--- src/hdl/hkrb_pkg.sv ---
package hkrb_pkg;

    // default sizes, handed to the top level parameters
    localparam int BUTTON_COUNT_DEF = 16;
    localparam int REPORT_SLOTS_DEF = 6;

    // fixed layout
    localparam int DIRECTION_COUNT = 8;
    localparam int INDEX_W         = 5;
    localparam int BYTE_W          = 8;
    localparam int HEADER_LEN      = 4;

    // fixed report bytes
    localparam logic [BYTE_W-1:0] REPORT_ID   = 8'hA1;
    localparam logic [BYTE_W-1:0] REPORT_TYPE = 8'h01;
    localparam logic [BYTE_W-1:0] RESERVED    = 8'h00;

    typedef enum logic [1:0] {
        OP_PRESS   = 2'd0,
        OP_RELEASE = 2'd1,
        OP_WRITE   = 2'd2,
        OP_REFRESH = 2'd3
    } t_opcode;

    typedef enum logic [1:0] {
        S_IDLE,
        S_SCAN,
        S_DRAIN,
        S_SEND
    } t_state;

    // one key table entry
    typedef struct packed {
        logic              kflag;
        logic [BYTE_W-1:0] mods;
        logic [BYTE_W-1:0] code;
    } t_entry;

    // candidate travelling down the slot chain
    // code is zeroed once it is placed or found to be a duplicate
    // room tells whether the cell it last passed still had space
    typedef struct packed {
        logic              valid;
        logic              room;
        logic [BYTE_W-1:0] code;
        logic [BYTE_W-1:0] mods;
    } t_token;

endpackage

--- src/hdl/hkrb_cell.sv ---
module hkrb_cell (
    input  logic                         i_clk,
    input  logic                         i_rst_n,
    input  logic                         i_clear,
    input  hkrb_pkg::t_token             i_tok,
    output hkrb_pkg::t_token             o_tok,
    output logic [hkrb_pkg::BYTE_W-1:0]  o_code
);

    logic                        r_full;
    logic [hkrb_pkg::BYTE_W-1:0] r_code;
    hkrb_pkg::t_token            r_tok;
    hkrb_pkg::t_token            n_tok;
    logic                        w_has_code;
    logic                        w_take;
    logic                        w_hit;

    // slot decision for the passing candidate
    always_comb begin
        w_has_code = i_tok.valid && (i_tok.code != '0);
        w_take     = w_has_code && !r_full;
        w_hit      = w_has_code && r_full && (r_code == i_tok.code);
        n_tok      = i_tok;
        n_tok.room = !r_full;
        if (w_take || w_hit) begin
            n_tok.code = '0;
        end
    end

    // slot occupancy
    always_ff @(posedge i_clk) begin
        if (!i_rst_n) begin
            r_full <= 1'b0;
        end else if (i_clear) begin
            r_full <= 1'b0;
        end else if (w_take) begin
            r_full <= 1'b1;
        end
    end

    // stored scan code
    always_ff @(posedge i_clk) begin
        if (w_take) begin
            r_code <= i_tok.code;
        end
    end

    // hand candidate to the next cell
    always_ff @(posedge i_clk) begin
        if (!i_rst_n) begin
            r_tok.valid <= 1'b0;
        end else begin
            r_tok.valid <= n_tok.valid;
        end
        r_tok.room <= n_tok.room;
        r_tok.code <= n_tok.code;
        r_tok.mods <= n_tok.mods;
    end

    assign o_tok  = r_tok;
    assign o_code = r_full ? r_code : '0;

endmodule

--- src/hdl/hkrb_report_out.sv ---
module hkrb_report_out #(
    parameter int REPORT_SLOTS = hkrb_pkg::REPORT_SLOTS_DEF
) (
    input  logic                                         i_clk,
    input  logic                                         i_rst_n,
    input  logic                                         i_load,
    input  logic [hkrb_pkg::BYTE_W-1:0]                  i_mods,
    input  logic [REPORT_SLOTS-1:0][hkrb_pkg::BYTE_W-1:0] i_codes,
    output logic                                         o_busy,
    output logic                                         o_out_valid,
    input  logic                                         i_out_stall,
    output logic [hkrb_pkg::BYTE_W-1:0]                  o_report_byte,
    output logic                                         o_last_byte
);

    localparam int REPORT_LEN = hkrb_pkg::HEADER_LEN + REPORT_SLOTS;
    localparam int LEFT_W     = $clog2(REPORT_LEN + 1);

    logic [hkrb_pkg::BYTE_W-1:0] r_bytes [REPORT_LEN];
    logic [LEFT_W-1:0]           r_left;
    logic                        w_take;

    assign w_take = (r_left != '0) && !i_out_stall;

    // bytes still to send
    always_ff @(posedge i_clk) begin
        if (!i_rst_n) begin
            r_left <= '0;
        end else if (i_load) begin
            r_left <= LEFT_W'(REPORT_LEN);
        end else if (w_take) begin
            r_left <= r_left - 1'b1;
        end
    end

    // report shift line, head byte is the one on offer
    always_ff @(posedge i_clk) begin
        if (i_load) begin
            r_bytes[0] <= hkrb_pkg::REPORT_ID;
            r_bytes[1] <= hkrb_pkg::REPORT_TYPE;
            r_bytes[2] <= i_mods;
            r_bytes[3] <= hkrb_pkg::RESERVED;
            for (int k = 0; k < REPORT_SLOTS; k++) begin
                r_bytes[hkrb_pkg::HEADER_LEN + k] <= i_codes[k];
            end
        end else if (w_take) begin
            for (int k = 0; k < REPORT_LEN - 1; k++) begin
                r_bytes[k] <= r_bytes[k + 1];
            end
            r_bytes[REPORT_LEN - 1] <= '0;
        end
    end

    assign o_busy        = (r_left != '0);
    assign o_out_valid   = (r_left != '0);
    assign o_report_byte = r_bytes[0];
    assign o_last_byte   = (r_left == LEFT_W'(1));

endmodule

--- src/hdl/hid_keyboard_report_builder_top.sv ---
// channel   valid        stall        payload
// input     i_in_valid   o_in_stall   i_opcode, i_entry_index, i_key_code,
//                                     i_modifier_mask, i_keyboard_flag
// output    o_out_valid  i_out_stall  o_report_byte, o_last_byte
//
// a press, release or refresh request starts a scan that walks one entry a cycle
// into the slot chain, then drains through it and loads the report into a shift line;
// the report bytes go out from the shift line one per cycle, unless the output stalls,
// overlapping the next request
// reset clears the pressed map, the key table and all control state at once
// output stalls only hold the report; a new report waits until the previous one is sent
module hid_keyboard_report_builder_top #(
    parameter int BUTTON_COUNT = hkrb_pkg::BUTTON_COUNT_DEF,
    parameter int REPORT_SLOTS = hkrb_pkg::REPORT_SLOTS_DEF
) (
    input  logic                                i_clk,
    input  logic                                i_rst_n,
    input  logic                                i_in_valid,
    output logic                                o_in_stall,
    input  logic [1:0]                          i_opcode,
    input  logic [hkrb_pkg::INDEX_W-1:0]        i_entry_index,
    input  logic [hkrb_pkg::BYTE_W-1:0]         i_key_code,
    input  logic [hkrb_pkg::BYTE_W-1:0]         i_modifier_mask,
    input  logic                                i_keyboard_flag,
    output logic                                o_out_valid,
    input  logic                                i_out_stall,
    output logic [hkrb_pkg::BYTE_W-1:0]         o_report_byte,
    output logic                                o_last_byte
);

    localparam int ENTRY_COUNT = BUTTON_COUNT + hkrb_pkg::DIRECTION_COUNT;
    localparam int IDX_W       = $clog2(ENTRY_COUNT);
    localparam int CMP_W       = hkrb_pkg::INDEX_W + 1;
    localparam int DRN_W       = $clog2(REPORT_SLOTS + 1);

    hkrb_pkg::t_state                         r_state;
    hkrb_pkg::t_state                         n_state;
    logic [ENTRY_COUNT-1:0]                   r_pressed;
    hkrb_pkg::t_entry                         r_table [ENTRY_COUNT];
    logic [IDX_W-1:0]                         r_scan;
    logic [DRN_W-1:0]                         r_drain;
    logic [hkrb_pkg::BYTE_W-1:0]              r_mods;

    hkrb_pkg::t_opcode                        w_op;
    logic                                     w_in_acc;
    logic                                     w_in_range;
    logic [IDX_W-1:0]                         w_idx;
    logic                                     w_start;
    logic                                     w_load;
    logic                                     w_busy;
    hkrb_pkg::t_entry                         w_entry;
    hkrb_pkg::t_token                         w_tok [REPORT_SLOTS + 1];
    logic [REPORT_SLOTS-1:0][hkrb_pkg::BYTE_W-1:0] w_codes;

    // request decode
    assign w_op       = hkrb_pkg::t_opcode'(i_opcode);
    assign w_in_acc   = i_in_valid && !o_in_stall;
    assign w_in_range = ({1'b0, i_entry_index} < CMP_W'(ENTRY_COUNT));
    assign w_idx      = i_entry_index[IDX_W-1:0];

    // next state
    always_comb begin
        n_state = r_state;
        unique case (r_state)
            hkrb_pkg::S_IDLE: begin
                if (w_in_acc && (w_op != hkrb_pkg::OP_WRITE)) begin
                    n_state = hkrb_pkg::S_SCAN;
                end
            end
            hkrb_pkg::S_SCAN: begin
                if (r_scan == IDX_W'(ENTRY_COUNT - 1)) begin
                    n_state = hkrb_pkg::S_DRAIN;
                end
            end
            hkrb_pkg::S_DRAIN: begin
                if (r_drain == DRN_W'(REPORT_SLOTS - 1)) begin
                    n_state = hkrb_pkg::S_SEND;
                end
            end
            hkrb_pkg::S_SEND: begin
                if (!w_busy) begin
                    n_state = hkrb_pkg::S_IDLE;
                end
            end
            default: begin
                n_state = hkrb_pkg::S_IDLE;
            end
        endcase
    end

    // state outputs
    always_comb begin
        o_in_stall = 1'b1;
        w_load     = 1'b0;
        unique case (r_state)
            hkrb_pkg::S_IDLE:  o_in_stall = 1'b0;
            hkrb_pkg::S_SCAN:  o_in_stall = 1'b1;
            hkrb_pkg::S_DRAIN: o_in_stall = 1'b1;
            hkrb_pkg::S_SEND:  w_load     = !w_busy;
            default:           o_in_stall = 1'b1;
        endcase
    end

    assign w_start = w_in_acc && (w_op != hkrb_pkg::OP_WRITE);

    always_ff @(posedge i_clk) begin
        if (!i_rst_n) begin
            r_state <= hkrb_pkg::S_IDLE;
        end else begin
            r_state <= n_state;
        end
    end

    // key table
    always_ff @(posedge i_clk) begin
        if (!i_rst_n) begin
            for (int e = 0; e < ENTRY_COUNT; e++) begin
                r_table[e] <= '0;
            end
        end else if (w_in_acc && (w_op == hkrb_pkg::OP_WRITE) && w_in_range) begin
            r_table[w_idx] <= '{kflag: i_keyboard_flag, mods: i_modifier_mask,
                                code: i_key_code};
        end
    end

    // pressed map
    always_ff @(posedge i_clk) begin
        if (!i_rst_n) begin
            r_pressed <= '0;
        end else if (w_in_acc && w_in_range) begin
            case (w_op)
                hkrb_pkg::OP_PRESS:   r_pressed[w_idx] <= 1'b1;
                hkrb_pkg::OP_RELEASE: r_pressed[w_idx] <= 1'b0;
                default:              r_pressed <= r_pressed;
            endcase
        end
    end

    // scan and drain counters
    always_ff @(posedge i_clk) begin
        if (!i_rst_n) begin
            r_scan  <= '0;
            r_drain <= '0;
        end else begin
            if (r_state == hkrb_pkg::S_SCAN) begin
                r_scan <= r_scan + 1'b1;
            end else begin
                r_scan <= '0;
            end
            if (r_state == hkrb_pkg::S_DRAIN) begin
                r_drain <= r_drain + 1'b1;
            end else begin
                r_drain <= '0;
            end
        end
    end

    // candidate for the scanned entry; buttons need the keyboard flag
    always_comb begin
        w_entry         = r_table[r_scan];
        w_tok[0].valid  = (r_state == hkrb_pkg::S_SCAN) && r_pressed[r_scan]
                          && ((r_scan >= IDX_W'(BUTTON_COUNT)) || w_entry.kflag);
        w_tok[0].room   = 1'b1;
        w_tok[0].code   = w_entry.code;
        w_tok[0].mods   = w_entry.mods;
    end

    // slot chain
    for (genvar g = 0; g < REPORT_SLOTS; g++) begin : g_slot
        hkrb_cell u_cell (
            .i_clk   (i_clk),
            .i_rst_n (i_rst_n),
            .i_clear (w_start),
            .i_tok   (w_tok[g]),
            .o_tok   (w_tok[g + 1]),
            .o_code  (w_codes[g])
        );
    end

    // modifiers count while the last slot was still free
    always_ff @(posedge i_clk) begin
        if (w_start) begin
            r_mods <= '0;
        end else if (w_tok[REPORT_SLOTS].valid && w_tok[REPORT_SLOTS].room) begin
            r_mods <= r_mods | w_tok[REPORT_SLOTS].mods;
        end
    end

    // report serializer
    hkrb_report_out #(
        .REPORT_SLOTS (REPORT_SLOTS)
    ) u_out (
        .i_clk         (i_clk),
        .i_rst_n       (i_rst_n),
        .i_load        (w_load),
        .i_mods        (r_mods),
        .i_codes       (w_codes),
        .o_busy        (w_busy),
        .o_out_valid   (o_out_valid),
        .i_out_stall   (i_out_stall),
        .o_report_byte (o_report_byte),
        .o_last_byte   (o_last_byte)
    );

    // checks
    a_drained: assert property (@(posedge i_clk) disable iff (!i_rst_n)
        (r_state == hkrb_pkg::S_SEND) |-> !w_tok[REPORT_SLOTS].valid)
        else $error("slot chain not drained before report load");

    a_first_byte: assert property (@(posedge i_clk) disable iff (!i_rst_n)
        $rose(o_out_valid) |-> (o_report_byte == hkrb_pkg::REPORT_ID))
        else $error("report does not open with the report id");

    a_last_ends: assert property (@(posedge i_clk) disable iff (!i_rst_n)
        (o_out_valid && !i_out_stall && o_last_byte) |=> !o_out_valid)
        else $error("output still valid after the last report byte");

endmodule

--- config.mk ---
export PLATFORM = sky130hd
export DESIGN_NAME = hid_keyboard_report_builder_top
export DESIGN_NICKNAME = d
export VERILOG_FILES = /design/src/hdl/hkrb_pkg.sv /design/src/hdl/hkrb_cell.sv /design/src/hdl/hkrb_report_out.sv /design/src/hdl/hid_keyboard_report_builder_top.sv
export SDC_FILE = /design/constraint.sdc
export NUM_CORES = 1
export LEC_CHECK = 0
export CAP_MARGIN = 10
export CORE_AREA = 2 2 232 234
export CTS_CLUSTER_DIAMETER = 100
export CTS_CLUSTER_SIZE = 24
export DETAILED_ROUTE_END_ITERATION = 10
export DIE_AREA = 0 0 234 236
export DONT_BUFFER_PORTS = 1
export GPL_TIMING_DRIVEN = 0
export PLACE_DENSITY = 0.78
export SYNTH_ARGS = -nofsm -noshare
export SYNTH_HDL_FRONTEND = slang
export SYNTH_SLANG_ARGS = --single-unit
--- constraint.sdc ---
create_clock -name i_clk -period 4.5 [get_ports i_clk]
set_clock_uncertainty 0.15 [all_clocks]
set_input_delay 0.225 -clock i_clk [delete_from_list [all_inputs] [get_ports i_clk]]
set_output_delay 0.225 -clock i_clk [all_outputs]
set_load 0.02 [all_outputs]
=== Yosys cells after proc, flatten, opt, wreduce, memory -nomap -nowiden ===
Memory sizes are Yosys's and may differ from the RTL's. A register that Yosys moved wholly into a read port is not among the register bits.
Index checks and enable logic that the tools add are counted.

* Flip-flop bits (word level): 195
* Bits in writable memories: 488
* Input bits: 28
* Word-level logic and storage cells: 187
* Memories kept: 2

* Add/subtract/negate cells: 3
* Order comparisons: 5
* Eq/ne operators: 18
* Muxes and demuxes: 43
* Bitwise operators: 15
* Reductions and logical operators: 64

{| class="wikitable"
|+ Memory list
! memory !! depth !! bits a word !! read ports !! clocked after memory_dff !! wr ports !! line !! text
|-
| r_table || 24 || 17 || 1 || 1 || 24 || hid_keyboard_report_builder_top.sv:39 || <nowiki>hkrb_pkg::t_entry r_table [ENTRY_COUNT];</nowiki>
|-
| u_out.r_bytes || 10 || 8 || 10 || 0 || 10 || hkrb_report_out.sv:19 || <nowiki>logic [hkrb_pkg::BYTE_W-1:0] r_bytes [REPORT_LEN];</nowiki>
|}

{| class="wikitable"
|+ Operators by type and width
! cell !! number
|-
| two-way mux 8 bit || 16
|-
| case mux 24 bit (2 select lines) || 1
|-
| nonzero test 8 bit || 6
|-
| equality test 8 bit || 5
|-
| logical AND 1 bit || 32
|-
| AND 24 bit || 1
|-
| NOT 24 bit || 1
|-
| bitwise OR 24 bit || 1
|-
| two-way mux 17 bit || 1
|-
| OR reduction 17 bit || 1
|-
| two-way mux 1 bit || 14
|-
| < comparator 5 x 6 -> 1 bit (second input constant) || 2
|-
| two-way mux 5 bit || 2
|-
| bitwise OR 1 bit || 10
|-
| zero test 1 bit || 8
|-
| two-way mux 2 bit || 4
|-
| two-way mux 4 bit || 2
|-
| inequality test 2 bit (second input constant) || 4
|-
| bitwise OR 8 bit || 1
|-
| case mux 2 bit (4 select lines) || 1
|-
| equality test 2 bit (second input constant) || 3
|-
| logical OR 1 bit || 6
|-
| AND reduction 2 bit || 3
|-
| adder 5 x 1 -> 5 bit (second input constant) || 1
|-
| 18 further kinds || 22
|}

=== Depth between registers and ports, before layout ===
Gate-level depths: netlist (run 1).

* Word-level depth: 9
* Mapped depth: 13
* Depth with buffers taken out: 9

=== Modules after synthesis ===
From an unflattened synthesis (run 1), not the netlist that was laid out.

* Cells, all modules: 2332
* Area total of the unflattened synthesis: 34694.5 um2

{| class="wikitable"
|+ By module, submodules not included
! module !! instances !! cells an instance !! area an instance (um2)
|-
| hid_keyboard_report_builder_top || 1 || 1748 || 25728.4
|-
| hkrb_cell || 6 || 64 || 882.1
|-
| hkrb_report_out || 1 || 200 || 3673.5
|}

=== Worst setup path before layout (run 1) ===
No wires, ideal clock.

* Path type: register to register
* From: register u_out.r_left[0]
* To: memory u_out.r_bytes[0][0] (netlist bit), enable pin
* Library setup time: 0.800 ns
* Data arrival time: 2.652 ns
* Setup slack: 0.897 ns
* Cell stages (with the launch flop): 8
* Path buffers: 0
* Period minus slack after synthesis: 3.603 ns
* Path through: dfxtp_1 > inv_1 > ha_1 > inv_1 > nor3_1 > inv_1 > nand2b_1 > nand2_1

{| class="wikitable"
|+ RTL lines
! item !! line !! text
|-
| start, declared || hkrb_report_out.sv:20 || <nowiki>logic [LEFT_W-1:0] r_left;</nowiki>
|-
| start signal, assigned || hkrb_report_out.sv:30 || <nowiki>r_left <= LEFT_W'(REPORT_LEN);</nowiki>
|-
| start signal, assigned || hkrb_report_out.sv:32 || <nowiki>r_left <= r_left - 1'b1;</nowiki>
|-
| end, declared || hkrb_report_out.sv:19 ||
|}

==> results of run 1 <==
cell families after synthesis:
logic type	Yosys count	synth area share (%)
AOI/OAI and AO/OA	164	2.99
xor gates and xnor gates	38	1.01
adders and majority gates	10	0.379
buffers and inverters	168	2.15
DFF	803	68.6
muxes	180	10.4
other	1	0.0114
and+or+nand+nor	866	14.5
registers in the layout, indices dropped and copies added, names as in the netlist, 4 cells and up, named ones only:
signal,cells
r_scan,5
g_slot.u_cell.o_tok,95
r_mods,8
u_out.r_left,4
g_slot.u_cell.r_full,6
g_slot.u_cell.r_code,48
u_out.r_bytes,80
r_table,528
layout make-up:
type                       count  area (um^2)
sequential                   803        22600
fill                        3541        16900
multi-input combinational   1386        10200
clock buffer                  62         1100
tap                          696          871
buffer                       150          644
timing repair buffer          47          621
inverter                      18         67.6
clock inverter                 1         16.3
antenna                        5         12.5
metrics by stage:
step,utilization (%),worst slack [ps]
finish,68.2,87.8
global route,68.2,16.1
CTS,68.2,6.12
detailed placement,65.6,-11.4
global placement,64.7,-165
floorplan,-,897
cell usage after synthesis, types with 9 or more instances:
cell type	instances	share of area, %
sky130_fd_sc_hd__clkbuf_1	120	1.4
sky130_fd_sc_hd__inv_1	17	0.19
sky130_fd_sc_hd__ha_1	10	0.38
sky130_fd_sc_hd__o22ai_1	13	0.25
sky130_fd_sc_hd__nor4_1	9	0.17
sky130_fd_sc_hd__nand4_1	12	0.23
sky130_fd_sc_hd__nand3_1	45	0.68
sky130_fd_sc_hd__and2_1	466	8.8
sky130_fd_sc_hd__xnor2_1	37	0.98
sky130_fd_sc_hd__mux4_2	129	8.8
sky130_fd_sc_hd__edfxtp_1	656	60
sky130_fd_sc_hd__buf_2	14	0.21
sky130_fd_sc_hd__o21ai_0	59	0.90
sky130_fd_sc_hd__nor2_1	88	1.0
sky130_fd_sc_hd__a21oi_1	48	0.73
sky130_fd_sc_hd__nor2b_1	10	0.19
sky130_fd_sc_hd__dfxtp_1	147	8.9
sky130_fd_sc_hd__mux2i_1	46	1.4
sky130_fd_sc_hd__nand2_1	176	2.0
sky130_fd_sc_hd__and3_1	12	0.23
worst min-delay path by stage:
stage / from / endpoint / slack, ps / depth (start not counted)
global route: i_key_code[6] / r_table[12][6] / 30 / 2
floorplan: g_slot[0].u_cell.o_tok[0] / g_slot[1].u_cell.o_tok[0] / 160 / 0
CTS: i_opcode[1] / flop / 0.7 / 4
detailed placement: g_slot[4].u_cell.o_tok[4] / g_slot[5].u_cell.o_tok[4] / 160 / 0
global placement: g_slot[3].u_cell.o_tok[6] / g_slot[4].u_cell.o_tok[6] / 160 / 0
finish: i_modifier_mask[3] / r_table[12][11] / 9 / 2
where the power goes:
part / internal [mW] / leakage [nW] / switching [mW]
registers: 8.83 / 7.79 / 0.282
logic: 0.776 / 4.54 / 1.39
clock network: 1.71 / 0.537 / 2.22
layer usage:
metal  global-route usage (%)  up-vias
li1                         -     8395
met1                     35.6     9408
met2                     49.0      927
met3                     3.89      221
met4                     14.7        2
met5                        0        -
timing repair:
item,in CTS,in global routing
hold buffers,23,0
setup endpoints to repair,1,2
endpoints found under the hold margin,294,0
resized for setup,1,4
==> flow_summary.rst, run 1 <==
.. list-table::
   :header-rows: 1

   * - Metric
     - Value
   * - Class of the tightest hold or removal check
     - primary input to flop
   * - Largest delay contributor family on the critical path
     - buffers and inverters
   * - Met3 routed WL
     - 5590 um
   * - Part of the Yosys area used for sequential elements
     - 68.6%
   * - Final setup violating endpoints
     - 0
   * - Detailed-route wire length on metal 1
     - 27900 um
   * - Register-to-register setup slack
     - 90 ps
   * - Placer congestion estimate
     - 0.899
   * - CP arrival
     - 4730 ps
   * - FF+latch count, synth
     - 803
   * - Floorplan core area
     - 53100 um^2
   * - Initial core utilization
     - 62.2%
   * - Number of cells in the finished layout apart from fillers
     - 3168
   * - Drt drc
     - 0
   * - Die area
     - 55200 um^2
   * - Post-CTS setup buffer count
     - 0
   * - First DRT Iteration DRCs
     - 2090
   * - Period utilisation layout
     - 98.0%
   * - Total buffers and inverters traversed by the critical path
     - 6
   * - Setup_tns
     - 0 ps
   * - Max Clk Rate
     - 227 MHz
   * - Cell total after placement
     - 3077
   * - Largest fanout on the critical path
     - 10
   * - Count of final max-slew check failures
     - 0
   * - Cell at the root of the clock tree
     - sky130_fd_sc_hd__clkbuf_16
   * - Number of enable-type register cells in the synthesized netlist
     - 656
   * - Commonest cells after routing, fill and taps aside
     - 656 x sky130_fd_sc_hd__edfxtp_1, 466 x sky130_fd_sc_hd__and2_1, 175 x sky130_fd_sc_hd__nand2_1
   * - Cell with the largest stage delay on the worst path
     - sky130_fd_sc_hd__clkbuf_1
   * - Ratio of total power to cell area
     - 420 nW/um^2
   * - Fraction of layout instances using a drive strength above 1
     - 10.5%
   * - Maximum resistive drop on vdd
     - 0.000507 V
   * - Required time at the worst-slack endpoint
     - 4820 ps
   * - Hold violation count in the final report
     - 0
   * - Slew at the pin closest to its max-slew limit
     - 1070 ps
   * - Depth of the critical timing path with buffers and inverters included
     - 10
   * - Met2 wire length
     - 39300 um
   * - Number of port buffers
     - 0
   * - Final Routed Wirelength
     - 77200 um
   * - Avg Cell Area, Syn
     - 14.8 um^2
   * - Cells along the critical path
     - buf_2 -> buf_2 -> buf_2 -> buf_2 -> buf_2 -> clkbuf_1 -> mux4_2 -> mux4_2 -> nand2_1 -> nand2_1
   * - Worst reg2reg endpoint
     - g_slot[0].u_cell.o_tok[4]
   * - Time the worst path needs with I/O delays and setup
     - 4410 ps
   * - Global-route usage over all layers
     - 28.6%
   * - Synthesis-to-finish area growth
     - 9.71%
   * - Leading register cell type out of synthesis
     - sky130_fd_sc_hd__edfxtp_1
   * - Crit. End Element
     - flop
   * - Maximum count of clock buffers along a single path
     - 3
   * - Clock transition at the register clock pins on the worst setup and hold paths after CTS
     - 100 ps
   * - Number of nets in the final layout
     - 2483
   * - Total design power
     - 15.2 mW
   * - Startpoint of the most critical register-to-register path
     - r_scan[1]
   * - Routed wirelength normalized by instance count
     - 24.4 um
   * - Detailed Place HPWL
     - 53800 um
   * - Number of buffers inserted during clock tree synthesis
     - 39
   * - Later-pin clock latency in the skew report
     - 600 ps
   * - Antenna violations before repair
     - 4
   * - Result of the run
     - finished clean
   * - Normalized max-slew margin
     - 27.9%
   * - First-pass GRT wire length
     - 116000 um
   * - Area of the mapped netlist
     - 33000 um^2
   * - Leakage power total
     - 12.9 nW
   * - Via count of the first global-routing pass
     - 19300
   * - Unrepaired setup endpoints after global routing
     - false
   * - Cell area after layout
     - 36200 um^2
   * - Max-cap violations
     - 0
   * - ANT nets after route
     - 0
   * - Vert. Die Dim
     - 236 um
   * - Clock tree from TritonCTS
     - done
   * - Top Layer Used
     - met5
   * - Worst setup path start
     - r_scan[1]
   * - Distinct cells, synth
     - 60
   * - First drt pass iteration count
     - 6
   * - Async set-reset flop share out of synthesis
     - 0%
   * - Placement Rows
     - 85
   * - Most common cell after layout, fill and taps aside
     - sky130_fd_sc_hd__edfxtp_1
   * - CP Class
     - flop to flop
   * - Overflow left after global routing
     - 0
   * - Warnings, synthesis
     - 0
   * - End point of the critical path
     - g_slot[0].u_cell.o_tok[4]
   * - Via-to-Cell Ratio
     - 5.98
   * - Count of boundary I/O pins
     - 39
   * - Clk sinks
     - 803
   * - Number of cells on the worst reg-to-reg path
     - 10
   * - Placement Cell Area
     - 34800 um^2
   * - Pin count of the biggest net entering global routing
     - 45
   * - Via count
     - 19000
   * - Level count of the clock H-tree
     - 2
   * - Number of instances in the synthesized netlist
     - 2230
   * - Kind of start point of the critical path
     - flop
   * - Crit path largest cell delay
     - 610 ps
   * - Horizontal die dimension
     - 234 um
   * - Post-Route Hold Slack
     - 9.28 ps
   * - Cell type with the highest occurrence count on the critical path
     - sky130_fd_sc_hd__buf_2
Note: power is estimated with default switching activity, not from simulation.
==> run 2, diff against run 1 <==
--- a/config.mk
+++ b/config.mk
@@ -5,15 +5,15 @@
 export SDC_FILE = /design/constraint.sdc
 export NUM_CORES = 1
 export LEC_CHECK = 0
+export BUFFER_PORTS_ARGS = -buffer_cell sky130_fd_sc_hd__buf_2
 export CAP_MARGIN = 10
-export CORE_AREA = 2 2 232 234
+export CORE_AREA = 2 2 244 246
 export CTS_CLUSTER_DIAMETER = 100
 export CTS_CLUSTER_SIZE = 24
 export DETAILED_ROUTE_END_ITERATION = 10
-export DIE_AREA = 0 0 234 236
-export DONT_BUFFER_PORTS = 1
+export DIE_AREA = 0 0 246 248
 export GPL_TIMING_DRIVEN = 0
-export PLACE_DENSITY = 0.78
+export PLACE_DENSITY = 0.74
 export SYNTH_ARGS = -nofsm -noshare
 export SYNTH_HDL_FRONTEND = slang
 export SYNTH_SLANG_ARGS = --single-unit
==> constraint.sdc (replaced) <==
create_clock -name i_clk -period 3.7 [get_ports i_clk]
set_clock_uncertainty 0.15 [all_clocks]
set_input_delay 0.185 -clock i_clk [delete_from_list [all_inputs] [get_ports i_clk]]
set_output_delay 0.185 -clock i_clk [all_outputs]
set_load 0.02 [all_outputs]
==> flow_summary.rst, run 2 (synthesis gave the netlist of run 1 again) <==
.. list-table::
   :header-rows: 1

   * - Metric
     - Value
   * - Largest fanout on the critical path
     - 10 (unchanged)
   * - Final setup violating endpoints
     - 0 (unchanged)
   * - Register-to-register setup slack
     - 80 ps (was 90 ps)
   * - Register bank with the most flops
     - r_table (unchanged)
   * - Fraction of layout instances using a drive strength above 1
     - 12.7% (was 10.5%)
   * - CP Class
     - flop to flop (unchanged)
   * - First drt pass iteration count
     - 6 (unchanged)
   * - Global-route usage over all layers
     - 25.3% (was 28.6%)
   * - Worst reg2reg endpoint
     - g_slot[0].u_cell.r_code[5] (was g_slot[0].u_cell.o_tok[4])
   * - Cell with the largest stage delay on the worst path
     - sky130_fd_sc_hd__or4_4 (was sky130_fd_sc_hd__clkbuf_1)
   * - Routed wirelength normalized by instance count
     - 23.0 um (was 24.4 um)
   * - Level count of the clock H-tree
     - 2 (unchanged)
   * - Worst min-delay path startpoint
     - i_entry_index[0] (was i_modifier_mask[3])
   * - Normalized max-slew margin
     - 21.8% (was 27.9%)
   * - Antenna violations before repair
     - 2 (was 4)
   * - Slew at the pin closest to its max-slew limit
     - 1160 ps (was 1070 ps)
   * - Number of cells on the worst reg-to-reg path
     - 11 (was 10)
   * - Ratio of total power to cell area
     - 509 nW/um^2 (was 420 nW/um^2)
   * - Maximum resistive drop on vdd
     - 0.000522 V (was 0.000507 V)
   * - Maximum count of clock buffers along a single path
     - 3 (unchanged)
   * - Drt drc
     - 0 (unchanged)
   * - Total buffers and inverters traversed by the critical path
     - 4 (was 6)
   * - Max Clk Rate
     - 276 MHz (was 227 MHz)
   * - Crit. End Element
     - flop (unchanged)
   * - Setup_tns
     - 0 ps (unchanged)
   * - Commonest cells after routing, fill and taps aside
     - 656 x sky130_fd_sc_hd__edfxtp_1, 466 x sky130_fd_sc_hd__and2_1, 175 x sky130_fd_sc_hd__nand2_1 (unchanged)
   * - Placement Rows
     - 89 (was 85)
   * - Count of boundary I/O pins
     - 39 (unchanged)
   * - Overflow left after global routing
     - 0 (unchanged)
   * - Via count of the first global-routing pass
     - 19000 (was 19300)
   * - Most common cell after layout, fill and taps aside
     - sky130_fd_sc_hd__edfxtp_1 (unchanged)
   * - Number of nets in the final layout
     - 2520 (was 2483)
   * - Vert. Die Dim
     - 248 um (was 236 um)
   * - Kind of start point of the critical path
     - flop (unchanged)
   * - Via-to-Cell Ratio
     - 5.75 (was 5.98)
   * - Cell at the root of the clock tree
     - sky130_fd_sc_hd__clkbuf_16 (unchanged)
   * - Placer congestion estimate
     - 0.904 (was 0.899)
   * - CP arrival
     - 3810 ps (was 4730 ps)
   * - Later-pin clock latency in the skew report
     - 600 ps (about the same)
   * - Final Routed Wirelength
     - 75600 um (was 77200 um)
   * - Unrepaired setup endpoints after global routing
     - false (unchanged)
   * - Largest delay contributor family on the critical path
     - simple AND/OR/NAND/NOR gates (was buffers and inverters)
   * - Layout fillers
     - 4278 (was 3541)
   * - Synthesis-to-finish area growth
     - 11.0% (was 9.71%)
   * - Total design power
     - 18.6 mW (was 15.2 mW)
   * - Detailed Place HPWL
     - 53900 um (was 53800 um)
   * - Horizontal die dimension
     - 246 um (was 234 um)
   * - Core occupancy in the finished layout
     - 62.7% (was 68.2%)
   * - Floorplan core area
     - 58500 um^2 (was 53100 um^2)
   * - ANT nets after route
     - 0 (unchanged)
   * - Pin count of the biggest net entering global routing
     - 45 (unchanged)
   * - Worst setup path start
     - r_scan[1] (unchanged)
   * - Initial core utilization
     - 56.4% (was 62.2%)
   * - First-pass GRT wire length
     - 114000 um (was 116000 um)
   * - Startpoint of the most critical register-to-register path
     - r_scan[1] (unchanged)
   * - Number of buffers inserted during clock tree synthesis
     - 39 (unchanged)
   * - Number of port buffers
     - 37 (was 0)
   * - Crit path largest cell delay
     - 490 ps (was 610 ps)
   * - Hold violation count in the final report
     - 0 (unchanged)
   * - First DRT Iteration DRCs
     - 2153 (was 2090)
   * - Period utilisation layout
     - 97.9% (was 98.0%)
   * - Multi-input gate area in the final layout
     - 10200 um^2 (about the same)
   * - Required time at the worst-slack endpoint
     - 3880 ps (was 4820 ps)
   * - Clock tree from TritonCTS
     - done (unchanged)
   * - Time the worst path needs with I/O delays and setup
     - 3620 ps (was 4410 ps)
   * - FF+latch area
     - 22600 um^2 (unchanged)
   * - Die area
     - 61000 um^2 (was 55200 um^2)
   * - Max-cap violations
     - 0 (unchanged)
   * - Cell type with the highest occurrence count on the critical path
     - sky130_fd_sc_hd__buf_6 (was sky130_fd_sc_hd__buf_2)
   * - Result of the run
     - finished clean (unchanged)
   * - Number of cells on the worst hold path
     - 4 (was 2)
   * - Number of flip-flops in the largest register
     - 528 (unchanged)
   * - Leakage power total
     - 13.1 nW (was 12.9 nW)
   * - Class of the tightest hold or removal check
     - primary input to flop (unchanged)
   * - Cells along the critical path
     - buf_4 -> buf_6 -> buf_8 -> buf_6 -> mux4_2 -> a22oi_2 -> nand4_1 -> and2_4 -> or4_4 -> o31ai_4 -> nor2_4 (was buf_2 -> buf_2 -> buf_2 -> buf_2 -> buf_2 -> clkbuf_1 -> mux4_2 -> mux4_2 -> nand2_1 -> nand2_1)
   * - Via count
     - 18900 (was 19000)
   * - Count of final max-slew check failures
     - 0 (unchanged)
   * - Clock transition at the register clock pins on the worst setup and hold paths after CTS
     - 100 ps (about the same)
   * - Clk sinks
     - 803 (unchanged)
run 2: changes by cell type in the layout (fill, tap and decap cells not counted), moves of 2 or more:
| cell | delta |
|---|---|
| sky130_fd_sc_hd__diode_2 | -2 |
| sky130_fd_sc_hd__buf_8 | +3 |
| sky130_fd_sc_hd__buf_6 | +3 |
| sky130_fd_sc_hd__clkbuf_1 | -10 |
| sky130_fd_sc_hd__buf_12 | +2 |
| sky130_fd_sc_hd__clkbuf_2 | +7 |
| sky130_fd_sc_hd__nor2_1 | -2 |
| sky130_fd_sc_hd__buf_4 | +6 |
| sky130_fd_sc_hd__buf_1 | -4 |
| sky130_fd_sc_hd__clkbuf_4 | +3 |
| sky130_fd_sc_hd__buf_2 | +28 |
| sky130_fd_sc_hd__clkdlybuf4s15_2 | +2 |
| sky130_fd_sc_hd__dlygate4sd3_1 | -2 |
run 2: stage by stage:
step                      hold WS (ps)  instance area, um^2  worst slack, ps  instances
after floorplan                    134                33500             97.3       2357
final                             54.5                36600             76.7       3282
after CTS                         9.04                36600             3.38       3280
after global placement             160                34600            -1030       3167
after detailed placement           162                35100             -971       3192
after global routing              79.2                36600             12.1       3279
run 2: area by class of cell:
type / count / area share [%]
Antenna cell: 3 / 0.0205
Timing Repair Buffer: 85 / 2.23
Tap cell: 773 / 2.64
Inverter: 18 / 0.184
Clock inverter: 1 / 0.0239
Sequential cell: 803 / 61.8
Clock buffer: 64 / 3.09
Multi-Input combinational cell: 1386 / 27.9
Buffer: 149 / 2.07
run 2: worst max-delay path by stage:
stage                     slack (ps)  cells after the start                          to
final                             80                     11  g_slot[0].u_cell.r_code[5]
after detailed placement        -970                     10   g_slot[0].u_cell.o_tok[3]
after global placement         -1030                      8               r_table[8][9]
after CTS                          3                      9  g_slot[0].u_cell.r_code[1]
after global routing              10                     12  g_slot[0].u_cell.r_code[7]
after floorplan                  100                      7         u_out.r_bytes[0][0]
run 2: routing by layer:
layer  routed length (um)  global-route usage, %  vias up
met5                    0                      0        -
met4                 3170                   10.0        0
met3                 5690                   3.44      176
met2                38500                   44.2      833
met1                28200                   32.1     9408
li1                     -                      -     8447
run 2: power breakdown:
part	switching, mW	total [mW]	internal, mW
Sequential	0.302	11.0	10.7
Combinational	1.74	2.76	1.02
Clock	2.71	4.84	2.13
Total	4.76	18.6	13.9
run 2: tightest hold or removal path, cell delays in order:
cell                      delay, ps
sky130_fd_sc_hd__buf_2          140
sky130_fd_sc_hd__nand4_1        230
sky130_fd_sc_hd__o21ai_0        120
sky130_fd_sc_hd__nor2_1          90
run 2: what timing repair did:
action / in CTS / in global routing
endpoints found under the setup margin: 26 / 18
hold buffers: 21 / 0
gates resized for setup: 41 / 24
pin swaps: 3 / 2
endpoints found under the hold margin: 222 / 0
buffers inserted: 2 / 0
==> run 3, diff against run 2 <==
--- a/config.mk
+++ b/config.mk
@@ -14,6 +14,7 @@
 export DIE_AREA = 0 0 246 248
 export GPL_TIMING_DRIVEN = 0
 export PLACE_DENSITY = 0.74
+export RECOVER_POWER = 25
 export SYNTH_ARGS = -nofsm -noshare
 export SYNTH_HDL_FRONTEND = slang
 export SYNTH_SLANG_ARGS = --single-unit
==> constraint.sdc (replaced) <==
create_clock -name i_clk -period 3.2 [get_ports i_clk]
set_clock_uncertainty 0.15 [all_clocks]
set_input_delay 0.16 -clock i_clk [delete_from_list [all_inputs] [get_ports i_clk]]
set_output_delay 0.16 -clock i_clk [all_outputs]
set_load 0.02 [all_outputs]
==> flow_summary.rst, run 3 (synthesis gave the netlist of run 1 again) <==
.. list-table::
   :header-rows: 1

   * - Metric
     - Value
   * - Result of the run
     - finished, violations left (was finished clean)
   * - Violated checks
     - negative setup slack
   * - Clock transition at the register clock pins on the worst setup and hold paths after CTS
     - 100 ps (about the same)
   * - P_int
     - 16.2 mW (was 13.9 mW)
   * - Pin count of the biggest net entering global routing
     - 45 (unchanged)
   * - CP Class
     - flop to flop (unchanged)
   * - Total buffers and inverters traversed by the critical path
     - 3 (was 4)
   * - CP arrival
     - 3570 ps (was 3810 ps)
   * - Class of the tightest hold or removal check
     - primary input to flop (unchanged)
   * - Maximum resistive drop on vdd
     - 0.000728 V (was 0.000522 V)
   * - Most common cell after layout, fill and taps aside
     - sky130_fd_sc_hd__edfxtp_1 (unchanged)
   * - Crit path largest cell delay
     - 550 ps (was 490 ps)
   * - Count of final max-slew check failures
     - 0 (unchanged)
   * - First-pass GRT wire length
     - 116000 um (was 114000 um)
   * - Commonest cells after routing, fill and taps aside
     - 656 x sky130_fd_sc_hd__edfxtp_1, 444 x sky130_fd_sc_hd__and2_1, 174 x sky130_fd_sc_hd__nand2_1 (was 656 x sky130_fd_sc_hd__edfxtp_1, 466 x sky130_fd_sc_hd__and2_1, 175 x sky130_fd_sc_hd__nand2_1)
   * - Overflow left after global routing
     - 0 (unchanged)
   * - Via count
     - 19100 (was 18900)
   * - Placement Rows
     - 89 (unchanged)
   * - Cells along the critical path
     - buf_8 -> buf_12 -> buf_12 -> mux4_2 -> a22oi_2 -> nand4_1 -> and2_4 -> or4_4 -> o31ai_4 -> nor2_4 (was buf_4 -> buf_6 -> buf_8 -> buf_6 -> mux4_2 -> a22oi_2 -> nand4_1 -> and2_4 -> or4_4 -> o31ai_4 -> nor2_4)
   * - Level count of the clock H-tree
     - 2 (unchanged)
   * - ANT nets after route
     - 0 (unchanged)
   * - Vert. Die Dim
     - 248 um (unchanged)
   * - Number of nets in the final layout
     - 2552 (was 2520)
   * - Via count of the first global-routing pass
     - 19300 (was 19000)
   * - Placement Cell Area
     - 35100 um^2 (about the same)
   * - Count of boundary I/O pins
     - 39 (unchanged)
   * - Number of buffers inserted during clock tree synthesis
     - 39 (unchanged)
   * - Placer congestion estimate
     - 0.935 (was 0.904)
   * - Synthesis-to-finish area growth
     - 13.4% (was 11.0%)
   * - Clk pwr share
     - 25.4% (was 25.9%)
   * - FF+latch area
     - 22600 um^2 (about the same)
   * - Clk sinks
     - 803 (unchanged)
   * - Via-to-Cell Ratio
     - 5.76 (was 5.75)
   * - Multi-input gate area in the final layout
     - 10500 um^2 (was 10200 um^2)
   * - Switching power as a share of total power
     - 25.7% (was 25.5%)
   * - Max-cap violations
     - 0 (unchanged)
   * - Fraction of power consumed by combinational cells
     - 16.2% (was 14.8%)
   * - Maximum count of clock buffers along a single path
     - 3 (unchanged)
   * - Clock tree from TritonCTS
     - done (unchanged)
   * - Time the worst path needs with I/O delays and setup
     - 3370 ps (was 3620 ps)
   * - First DRT Iteration DRCs
     - 2019 (was 2153)
   * - Global-route usage over all layers
     - 25.8% (was 25.3%)
   * - Total design power
     - 21.9 mW (was 18.6 mW)
   * - Fraction of layout instances using a drive strength above 1
     - 15.7% (was 12.7%)
   * - Post-layout worst setup margin
     - -173 ps (was 76.7 ps)
   * - Largest delay contributor family on the critical path
     - simple AND/OR/NAND/NOR gates (unchanged)
   * - Crit. End Element
     - flop (unchanged)
   * - Required time at the worst-slack endpoint
     - 3390 ps (was 3880 ps)
   * - Horizontal die dimension
     - 246 um (unchanged)
   * - Initial core utilization
     - 56.4% (unchanged)
   * - Cell with the largest stage delay on the worst path
     - sky130_fd_sc_hd__mux4_2 (was sky130_fd_sc_hd__or4_4)
   * - Slew at the pin closest to its max-slew limit
     - 1150 ps (was 1160 ps)
   * - Cell type with the highest occurrence count on the critical path
     - sky130_fd_sc_hd__buf_12 (was sky130_fd_sc_hd__buf_6)
   * - Max Clk Rate
     - 296 MHz (was 276 MHz)
   * - Number of cells in the finished layout apart from fillers
     - 3312 (was 3282)
   * - Number of flip-flops in the largest register
     - 528 (unchanged)
   * - Unrepaired setup endpoints after global routing
     - true (was false)
   * - Floorplan core area
     - 58500 um^2 (unchanged)
   * - Kind of start point of the critical path
     - flop (unchanged)
   * - Largest fanout on the critical path
     - 8 (was 10)
   * - Later-pin clock latency in the skew report
     - 600 ps (about the same)
   * - Cell at the root of the clock tree
     - sky130_fd_sc_hd__clkbuf_16 (unchanged)
   * - Detailed Place HPWL
     - 54200 um (was 53900 um)
   * - Die area
     - 61000 um^2 (unchanged)
   * - Routed wirelength normalized by instance count
     - 23.4 um (was 23.0 um)
   * - Layout fillers
     - 4237 (was 4278)
   * - Ratio of total power to cell area
     - 585 nW/um^2 (was 509 nW/um^2)
   * - Drt drc
     - 0 (unchanged)
   * - Leakage power total
     - 13.4 nW (was 13.1 nW)
   * - Period utilisation layout
     - 105% (was 97.9%)
   * - First drt pass iteration count
     - 5 (was 6)
   * - Final Routed Wirelength
     - 77400 um (was 75600 um)
   * - Share of power burned in registers
     - 58.4% (was 59.2%)
   * - Total net switching power
     - 5.62 mW (was 4.76 mW)
   * - Number of port buffers
     - 37 (unchanged)
   * - Antenna violations before repair
     - 1 (was 2)
   * - Normalized max-slew margin
     - 22.5% (was 21.8%)
   * - Cell total after placement
     - 3192 (unchanged)
   * - Cell area after layout
     - 37400 um^2 (was 36600 um^2)
   * - Final setup violating endpoints
     - 9 (was 0)
   * - Hold violation count in the final report
     - 0 (unchanged)
   * - Register bank with the most flops
     - r_table (unchanged)
==> run 3: cell count changes in the layout (fill, tap and decap cells not counted), sizes merged <==
cell | before | now
buf | 91 | 99
clkbuf | 184 | 208
clkdlybuf4s15 | 2 | 1
clkinv | 0 | 1
diode | 3 | 1
dlygate4sd3 | 21 | 22
inv | 19 | 18
==> run 3: layout make-up <==
| class | count | share of cell area (%) |
|---|---|---|
| clock inverter | 1 | 0.0435 |
| sequential | 803 | 60.5 |
| clock buffer | 64 | 2.97 |
| antenna | 1 | 0.00669 |
| inverter | 18 | 0.187 |
| buffer | 143 | 2.44 |
| multi-input combinational | 1386 | 28.1 |
| tap | 773 | 2.59 |
| timing repair buffer | 123 | 3.11 |
==> run 3: metal layers <==
layer | wire length (um) | part of all wire [%] | track usage [%]
met1 | 28900 | 37 | 32.5
met5 | 0 | 0 | 0
met4 | 3000 | 3.9 | 10.4
met2 | 39700 | 51 | 45.5
met3 | 5800 | 7.5 | 3.45
==> run 3: path summary, 6_finish.rpt <==
| path | start | to | slack, ps | cells past startpoint |
|---|---|---|---|---|
| hold reg to reg | g_slot[4].u_cell.o_tok[7] | g_slot[5].u_cell.o_tok[7] | 180 | 0 |
| setup reg to reg | r_scan[0] | g_slot[0].u_cell.r_code[4] | -170 | 10 |
| setup / recovery | r_scan[0] | g_slot[0].u_cell.r_code[4] | -170 | 10 |
| hold / removal | i_entry_index[1] | flop | 50 | 4 |
==> run 3: metrics by stage <==
| step | setup TNS [ps] | setup WS, ps | util [%] | hold WS, ps |
|---|---|---|---|---|
| CTS | -1800 | -191 | 63.3 | 29.7 |
| global placement | -523430 | -1420 | 59.2 | 161 |
| detailed placement | -29310 | -1350 | 60.0 | 162 |
| floorplan | 0 | 70.3 | - | 109 |
| global route | -2320 | -236 | 64.0 | 62.6 |
| finish | -1410 | -173 | 64.0 | 45.6 |
==> run 3: repair_timing <==
action | in CTS | in global routing
cloned | 2 | 1
setup endpoints to repair | 157 | 307
resized for setup | 126 | 88
hold buffers | 22 | 0
hold endpoints to repair | 231 | 0
setup buffers | 16 | 20
pin swaps | 12 | 8
==> run 3: worst reg2reg max path: cells and delay by family (launching register included) <==
| family | cells | cell delay (ps) |
|---|---|---|
| simple gates | 4 | 1110 |
| mux | 1 | 570 |
| compound gates | 2 | 470 |
| buf+inv | 3 | 460 |
| flops | 1 | 350 |
==> run 3: power by group through the flow <==
stage	Combinational, mW	Sequential (mW)	Clock, mW
after floorplan	2.01	12.9	0
after global placement	2.96	13.0	0
after detailed placement	3.14	13.0	0
after CTS	3.41	12.8	5.61
after global routing	3.82	12.9	5.93
final	3.54	12.8	5.55
